===== config.mk =====
export PLATFORM = sky130hd
export DESIGN_NAME = websocket_frame_header_parser
export DESIGN_NICKNAME = d
export VERILOG_FILES = /design/src/sv/wsfh_pkg.sv /design/src/sv/wsfh_step.sv /design/src/sv/websocket_frame_header_parser.sv
export SDC_FILE = /design/constraint.sdc
export NUM_CORES = 1
export LEC_CHECK = 0
export ABC_AREA = 1
export BUFFER_PORTS_ARGS = -buffer_cell sky130_fd_sc_hd__clkbuf_2
export CAP_MARGIN = 20
export CELL_PAD_IN_SITES_DETAIL_PLACEMENT = 0
export CELL_PAD_IN_SITES_GLOBAL_PLACEMENT = 1
export CORE_MARGIN = 3
export CORE_UTILIZATION = 45
export DETAILED_ROUTE_END_ITERATION = 12
export PLACE_DENSITY_LB_ADDON = 0.1
export SLEW_MARGIN = 20
export SYNTH_ARGS = -nofsm -noshare
export SYNTH_HDL_FRONTEND = slang
export SYNTH_HIERARCHICAL = 1
export SYNTH_SLANG_ARGS = --single-unit

===== constraint.sdc =====
create_clock -name clk_i -period 5.5 [get_ports clk_i]
set_input_delay 0.275 -clock clk_i [delete_from_list [all_inputs] [get_ports clk_i]]
set_output_delay 0.275 -clock clk_i [all_outputs]
set_load 0.1 [all_outputs]

===== src/sv/wsfh_pkg.sv =====
`timescale 1ns / 1ps
// ----------------------------------------------------------------------------
// WebSocket frame header parser package
// Shared types, codes and helper functions for the header parser.
// ----------------------------------------------------------------------------
package wsfh_pkg;

  localparam int unsigned ByteW   = 8;
  localparam int unsigned CountW  = 4;
  localparam int unsigned OpcodeW = 4;
  localparam int unsigned LengthW = 64;
  localparam int unsigned KeyW    = 32;

  localparam int unsigned FinBit  = 7;
  localparam int unsigned MaskBit = 7;

  localparam logic [6:0] Len16Code = 7'd126;
  localparam logic [6:0] Len64Code = 7'd127;

  localparam logic [CountW-1:0] BaseHeader = 4'd2;
  localparam logic [CountW-1:0] KeyBytes   = 4'd4;

  typedef enum logic [1:0] {
    ST_INCOMPLETE = 2'd0,
    ST_COMPLETE   = 2'd1,
    ST_ERROR      = 2'd2
  } status_e;

  typedef enum logic [1:0] {
    LK_SHORT = 2'd0,
    LK_EXT16 = 2'd1,
    LK_EXT64 = 2'd2
  } length_kind_e;

  typedef struct packed {
    logic [CountW-1:0]  header_count;
    length_kind_e       length_kind;
    logic               fin;
    logic [OpcodeW-1:0] opcode;
    logic [LengthW-1:0] length;
    logic [KeyW-1:0]    key;
    logic [LengthW-1:0] payload_seen;
    logic               error;
  } parse_state_t;

  typedef struct packed {
    status_e            status;
    logic               final_fragment;
    logic [OpcodeW-1:0] frame_opcode;
    logic [LengthW-1:0] payload_length;
    logic [KeyW-1:0]    mask_key;
    logic [CountW-1:0]  header_length;
  } result_t;

  // Extended length bytes that follow byte 1.
  function automatic logic [CountW-1:0] ext_bytes(length_kind_e kind);
    logic [CountW-1:0] n;
    case (kind)
      LK_EXT16: n = 4'd2;
      LK_EXT64: n = 4'd8;
      default:  n = 4'd0;
    endcase
    return n;
  endfunction

  function automatic logic [CountW-1:0] header_len(length_kind_e kind);
    return BaseHeader + ext_bytes(kind) + KeyBytes;
  endfunction

endpackage


===== src/sv/wsfh_step.sv =====
`timescale 1ns / 1ps
// ----------------------------------------------------------------------------
// WebSocket header parser step logic
// Next parser state and the result for one received byte.
// ----------------------------------------------------------------------------
module wsfh_step (
  input  wsfh_pkg::parse_state_t state_i,
  input  logic [7:0]             data_byte_i,
  input  logic                   frame_start_i,
  output wsfh_pkg::parse_state_t state_o,
  output wsfh_pkg::result_t      result_o
);

  wsfh_pkg::parse_state_t          cur;
  wsfh_pkg::parse_state_t          nxt;
  wsfh_pkg::status_e               status;
  logic                            done;
  logic [wsfh_pkg::CountW-1:0]     cnt_inc;
  logic [wsfh_pkg::LengthW-1:0]    seen_inc;
  logic [6:0]                      len7;

  assign cur      = frame_start_i ? '0 : state_i;
  assign cnt_inc  = cur.header_count + 4'd1;
  assign seen_inc = (&cur.payload_seen) ? cur.payload_seen : cur.payload_seen + 64'd1;
  assign len7     = data_byte_i[6:0];

  always_comb begin
    nxt    = cur;
    status = wsfh_pkg::ST_INCOMPLETE;
    done   = 1'b0;
    if (cur.error) begin
      // sticky until the next frame_start
      status = wsfh_pkg::ST_ERROR;
    end else if (cur.header_count == 4'd0) begin
      nxt.fin          = data_byte_i[wsfh_pkg::FinBit];
      nxt.opcode       = data_byte_i[wsfh_pkg::OpcodeW-1:0];
      nxt.header_count = 4'd1;
    end else if (cur.header_count == 4'd1) begin
      if (!data_byte_i[wsfh_pkg::MaskBit]) begin
        nxt.error = 1'b1;
        status    = wsfh_pkg::ST_ERROR;
      end
      if (len7 == wsfh_pkg::Len16Code) begin
        nxt.length_kind = wsfh_pkg::LK_EXT16;
        nxt.length      = '0;
      end else if (len7 == wsfh_pkg::Len64Code) begin
        nxt.length_kind = wsfh_pkg::LK_EXT64;
        nxt.length      = '0;
      end else begin
        nxt.length_kind = wsfh_pkg::LK_SHORT;
        nxt.length      = {57'd0, len7};
      end
      nxt.header_count = 4'd2;
    end else if (cur.header_count < wsfh_pkg::header_len(cur.length_kind)) begin
      if (cur.header_count < wsfh_pkg::BaseHeader + wsfh_pkg::ext_bytes(cur.length_kind)) begin
        nxt.length = {cur.length[55:0], data_byte_i};
      end else begin
        nxt.key = {cur.key[23:0], data_byte_i};
      end
      nxt.header_count = cnt_inc;
      // empty payload completes on the last key byte
      done = (cnt_inc == wsfh_pkg::header_len(cur.length_kind)) && (nxt.length == '0);
    end else begin
      nxt.payload_seen = seen_inc;
      done = (seen_inc >= cur.length);
    end
    if (done) begin
      status = wsfh_pkg::ST_COMPLETE;
    end
  end

  always_comb begin
    result_o.status         = status;
    result_o.final_fragment = nxt.fin;
    result_o.frame_opcode   = nxt.opcode;
    result_o.payload_length = nxt.length;
    result_o.mask_key       = nxt.key;
    result_o.header_length  = wsfh_pkg::header_len(nxt.length_kind);
  end

  assign state_o = done ? '0 : nxt;

endmodule


===== src/sv/websocket_frame_header_parser.sv =====
`timescale 1ns / 1ps
// ----------------------------------------------------------------------------
// WebSocket frame header parser
// Byte-wide frame header decoder with payload byte counting.
// ----------------------------------------------------------------------------
// Usage:
//   Input channel: one received byte per request (data_byte_i), with
//   frame_start_i marking the first byte of a frame and clearing the parser.
//   Output channel: one result per input byte carrying status (incomplete,
//   complete, unmasked error), FIN, opcode, payload length, mask key and
//   the header length (6, 8 or 14).
//   The result of a byte is valid in the cycle after it is taken. Throughput
//   is one byte per cycle while the output is not stalled; the parser state
//   and the output register are updated by a single pass of step logic.
//   After reset the parser waits for byte 0 of a frame and the output is
//   empty. When the receiver stalls, the result register holds and the
//   input stalls only while that register is full and not being taken.
//   After a complete frame the parser clears itself, so the next byte is
//   byte 0 of the next frame.
// ----------------------------------------------------------------------------
module websocket_frame_header_parser (
  input  logic        clk_i,
  input  logic        rst_ni,
  input  logic        in_valid_i,
  output logic        in_stall_o,
  input  logic [7:0]  data_byte_i,
  input  logic        frame_start_i,
  output logic        out_valid_o,
  input  logic        out_stall_i,
  output logic [1:0]  status_o,
  output logic        final_fragment_o,
  output logic [3:0]  frame_opcode_o,
  output logic [63:0] payload_length_o,
  output logic [31:0] mask_key_o,
  output logic [3:0]  header_length_o
);

  wsfh_pkg::parse_state_t state_q;
  wsfh_pkg::parse_state_t state_d;
  wsfh_pkg::result_t      result_q;
  wsfh_pkg::result_t      result_d;
  logic                   out_valid_q;
  logic                   out_valid_d;
  logic                   in_accept;

  assign in_stall_o = out_valid_q && out_stall_i;
  assign in_accept  = in_valid_i && !in_stall_o;

  wsfh_step u_step (
    .state_i       (state_q),
    .data_byte_i   (data_byte_i),
    .frame_start_i (frame_start_i),
    .state_o       (state_d),
    .result_o      (result_d)
  );

  always_comb begin
    out_valid_d = out_valid_q;
    if (in_accept) begin
      out_valid_d = 1'b1;
    end else if (!out_stall_i) begin
      out_valid_d = 1'b0;
    end
  end

  always_ff @(posedge clk_i or negedge rst_ni) begin
    if (!rst_ni) begin
      state_q     <= '0;
      out_valid_q <= 1'b0;
    end else begin
      out_valid_q <= out_valid_d;
      if (in_accept) begin
        state_q <= state_d;
      end
    end
  end

  always_ff @(posedge clk_i) begin
    if (in_accept) begin
      result_q <= result_d;
    end
  end

  assign out_valid_o      = out_valid_q;
  assign status_o         = result_q.status;
  assign final_fragment_o = result_q.final_fragment;
  assign frame_opcode_o   = result_q.frame_opcode;
  assign payload_length_o = result_q.payload_length;
  assign mask_key_o       = result_q.mask_key;
  assign header_length_o  = result_q.header_length;

endmodule


# After elaboration in Yosys (flattened, before gate mapping)

Index checks and enable logic that the tools add are counted.

Bits in registers: 280
Bits of input ports: 13
Output and inout bits: 109

Add/sub/neg operators: 8
Magnitude comparators: 3
Eq/ne operators: 9
Mux-type cells: 46
Reduce and logical (&&, ||, !) cells: 7

Operators with widths:

| operator                | number |
|---|---|
| $mux W64                | 9 |
| $mux W172               | 3 |
| $mux W96                | 2 |
| $mux W161               | 1 |
| $add A64 B1 Y64 const B | 1 |
| $ge A64 B64 Y1          | 1 |
| $logic_not A64 Y1       | 1 |
| $reduce_and A64 Y1      | 1 |
| $mux W4                 | 10 |
| $mux W32                | 1 |
| $mux W2                 | 8 |
| $pmux W4 S2             | 2 |
| $eq A7 B7 Y1 const B    | 2 |
| $add A2 B4 Y4 const A   | 3 |
| $add A4 B3 Y4 const B   | 3 |
| $lt A4 B4 Y1            | 2 |
| $mux W1                 | 8 |
| $mux W7                 | 1 |
| $mux W5                 | 1 |
| $add A4 B1 Y4 const B   | 1 |
| $eq A2 B1 Y1 const B    | 2 |
| $eq A2 B2 Y1 const B    | 2 |
| $eq A4 B1 Y1 const B    | 1 |
| $eq A4 B4 Y1            | 1 |
| other kinds (4)         | 6 |

# Longest topological paths before layout

Depth after elaboration: 28
Gate-level depth with buffers: 35
Mapped depth without buffers: 28

# By module

The synthesis kept the hierarchy.

Modules (own cells, without submodules):

| module                        | instances | cells an instance | area an instance (µm²) | sequential area each (µm²) |
|---|---|---|---|---|
| wsfh_step                     | 1         | 2,195             | 10,889.2               | 0.0 |
| websocket_frame_header_parser | 1         | 858               | 9,995.8                | 7,542.2 |

# Least setup slack after synthesis

No wires, ideal clock.

Path type: input -> register
Start: input frame_start_i
End: register state_q[160] in the netlist's numbering
Arrival: 4.472 ns
Data required time: 5.383 ns
Path slack: 0.911 ns
Cell stages on the path: 31
Buffers on the path: 8
Cell sequence: buf_6 > buf_6 > buf_6 > buf_6 > buf_2 > nor2_1 > ha_1 > nand3_1 > nor2_1 > nand2_1 > nor2_1 > nand2_1 > nor3_1 > and2_1 > nand2_1 > xor2_1 > ha_1 > nand2_1 > nor2_1 > nand2_1 > nor2_1 > and3_1 > and3_1 > nand2_1 > a21oi_1 > buf_2 > buf_2 > buf_2 > a21oi_2 > nand3_1 > nand2_1

RTL lines:

| element              | line                                | text |
|---|---|---|
| from (decl)          | websocket_frame_header_parser.sv:27 | `input logic frame_start_i,` |
| to (signal assigned) | websocket_frame_header_parser.sv:73 | `state_q <= state_d;` |
| to (decl)            | websocket_frame_header_parser.sv:38 | `wsfh_pkg::parse_state_t state_q;` |

==> metrics.md <==
| Metric | Value |
|---|---|
| CP Launch Type | `flop` |
| Critical-path top delay cell | `dfrtp_1` |
| Adder-cell share of the synthesized area | `0.0449` |
| Synthesis-to-layout area growth | `10.1%` |
| Wire per inst | `21.0 um` |
| Rows | `78` |
| Relative slew slack | `0.289` |
| Vias in the first global route | `19.4k` |
| Placed cell count | `3642` |
| Tcrit/Tclk final | `0.944` |
| Initial Utilization | `0.458` |
| Fin nets | `about 3.2k` |
| R2R Path Start | `state_q[1]$_DFFE_PN0P_` |
| Grt total ovfl | `0` |
| CTS sink count | `280` |
| Clock Skew | `slightly below 0.03 ns` |
| Slowest stage delay, CP | `0.36 ns` |
| Worst path buffer plus inverter count | `6` |
| Final min period | `between 5 and 6 ns` |
| Fin. max-slew vios | `0` |
| TritonCTS Buffers | `35` |
| Worst-margin pin slew | `between 1 and 1.5 ns` |
| Final Hold Fails | `0` |
| H-tree Lvls | `2` |
| Lkg Pwr | `about 12 nW` |
| GP Congestion | `0.936` |
| Synth Area in Compound Gates | `0.131` |
| Starting DRT DRC Count | `2266` |
| Cells after synthesis | `just over 3k` |
| DRC viols | `0` |
| Total Power | `10.5 mW` |
| Placement Cell Area | `21800 sq um` |
| Largest net degree at the start of global routing | `81` |
| Max_cap viols | `0` |
| Fraction of registers with async set or reset after synthesis | `0.618` |
| Post-Place Worst Slack | `-0.0460 ns` |
| Area contributors post-synth | `dfrtp_1, nand2_1, edfxtp_1, nand3_1, inv_1` |
| Core Box Area | `~46000 sq um` |
| Syn avg cell area | `6.84 sq um` |
| Antenna diode count | `0` |
| Detail Placement HPWL | `55800 um` |
| Reg clk slew, reported paths | `0.06 ns` |
| Dominant synthesized flop cell | `dfrtp_1` |
| CTS tree | `done` |
| Most common cell after layout, fill and taps aside | `nand2_1` |
| Initial antenna violation count | `0` |
| Final setup vio count | `0` |
| Root Driver | `clkbuf_16` |
| Post-synth top area share | `0.207` |
| Setup crit start | `state_q[1]$_DFFE_PN0P_` |
| Run status | `finished clean` |
| RSZ-0062 raised after global routing | `false` |
| Top cell by count, worst path | `nand2_1` |
| Die height | `221 um` |
| Final non-filler cell total | `3707` |
| Vias per inst | `5.57` |
| Synth Area in Simple Gates | `0.330` |
| Worst VDD drop | `385 uV` |
| Count of input and output buffers | `121` |
| Number of placed I/O pins | `~120` |
| Synth unique cells | `46` |
| Fmax | `193 MHz` |
| Post-synthesis xor/xnor area fraction | `0.0172` |
| Multiplexer area fraction after synthesis | `0` |
| GR Util All Layers | `0.309` |
| Post-synth EDFFs | `107` |
| Maximum clock insertion buffer count | `3` |
| Synthesized flop and latch total | `280` |
| Crit Path Max Fanout | `33` |
| Final core utilization | `0.505` |
| CP Class | `reg -> reg` |
| Die width | `about 220 um` |
| Die area | `49000 sq um` |
| CP delay by family, top | `simple AND/OR/NAND/NOR gates` |
| CP arrival | `5.62 ns` |
| First-pass GRT wire length | `119000 um` |
| Worst EP required | `5.93 ns` |
| Syn nets | `3141` |
| Power per cell area | `455 nW/um^2` |
| Largest family of logic cells by synthesized area | `simple AND/OR/NAND/NOR gates` |
| Ys Warns | `6` |
| Routed WL | `77800 um` |
| Final Worst Setup Slack | `a little over 0.3 ns` |
| Crit. End Element | `flop` |
| Synthesized area | `between 20000 and 25000 sq um` |
| Hold Path Class | `in -> reg` |
| Design Area, Final | `23000 sq um` |
| Synth area leader | `dfrtp_1` |
| Share of cells above drive strength 1 | `0.120` |
| Worst-Skew Late Latency | `0.57 ns` |
| DR vias | `slightly above 20k` |
| Most frequent cells in the layout | `nand2_1, inv_1, nand3_1` |
| FILL cells | `4692` |
| Setup TNS | `0 ns` |
| Min Hold Slack | `0.173 ns` |
| Register area share after synthesis | `0.361` |
| Final ANT Viol Nets | `0` |
| Worst hold start | `data_byte_i[0]` |
| Drt first pass iters | `6` |
==> worst paths after layout <==
check | end | slack [ns] | cells after the start
setup / recovery | state_q[63]$_DFFE_PN0P_ | 0.31 | 26
hold / removal | mask_key_o[0]$_DFFE_PP_ | 0.17 | 3
setup reg to reg | state_q[63]$_DFFE_PN0P_ | 0.31 | 26
hold reg to reg | state_q[132]$_DFFE_PN0P_ | 0.47 | 2
max in group asynchronous | state_q[35]$_DFFE_PN0P_ | 3.79 | 3
min in group asynchronous | state_q[81]$_DFFE_PN0P_ | 0.27 | 2
==> power by group <==
part	internal (mW)	switching (mW)	total (mW)	leakage, nW
Combinational	1.16	3.91	5.07	7.99
Sequential	2.76	0.248	3.01	3.38
Clock	1.36	1.02	2.38	0.569
==> per-layer routing <==
| metal | track usage | wire length (um) |
|---|---|---|
| met5 | 0 | 0 |
| met1 | 0.439 | 35100 |
| met4 | 0.0908 | 2400 |
| met2 | 0.497 | 35100 |
| met3 | 0.0389 | 5260 |
==> flip-flops by register name, indices dropped and copies added, names as in the netlist <==
register	flops
final_fragment_o	1
frame_opcode_o	4
header_length_o	4
mask_key_o	32
out_valid_o	1
payload_length_o	64
state_q	172
status_o	2
==> repair_timing <==
action	4_1_cts	5_1_grt
resized for setup	0	6
setup buffers	0	0
setup endpoints to repair	0	163
endpoints found under the hold margin	78	0
hold buffers	1	0
==> synth_stat cells (all sizes together), types with 9 or more instances <==
library cell and instances:
o21a 26, nand2 985, nor3 37, clkbuf 53, nor2 266, ha 75
edfxtp 107, nand3b 9, xor2 37, nand3 313, nand4 22, a21oi 233
buf 128, o21ai 188, dfrtp 173, inv 365
==> final cells by class <==
cell class | instances | area, sq um | area share
well taps | 600 | 751 | 0.0326
clock inverters | 24 | 259 | 0.0113
flip-flops and latches | 280 | 7540 | 0.328
inverters | 366 | 1380 | 0.0601
multi-input cells | 2226 | 11000 | 0.479
clock buffers | 40 | 915 | 0.0398
repair buffers | 171 | 1140 | 0.0494
==> worst register-to-register path, cell delays in order (launching register included) <==
cell	delay [ns]
dfrtp_1	0.36
inv_1	0.07
nor2_4	0.21
ha_1	0.24
nand3_1	0.26
inv_2	0.15
nand2_1	0.15
nor2_2	0.20
nand3_2	0.16
nor2_2	0.33
inv_4	0.24
buf_4	0.30
nand2_2	0.18
ha_1	0.17
nand2_1	0.07
nor2_1	0.17
nand2_1	0.08
nor2_2	0.25
and3_1	0.22
and3_1	0.22
nand2_1	0.12
a21oi_4	0.20
buf_12	0.21
buf_12	0.23
a21oi_1	0.11
nand3_1	0.11
nand2_1	0.06
==> logic make-up after synthesis <==
| family | count (synthesis) |
|---|---|
| XOR/XNOR | 41 |
| AND/OR/NAND/NOR | 1645 |
| AO/OA/AOI/OAI | 464 |
| adder cells (fa/ha/maj) | 75 |
| buffers and inverters | 547 |
| flip-flops | 280 |
| other | 1 |
(Power assumes the default switching activity.)
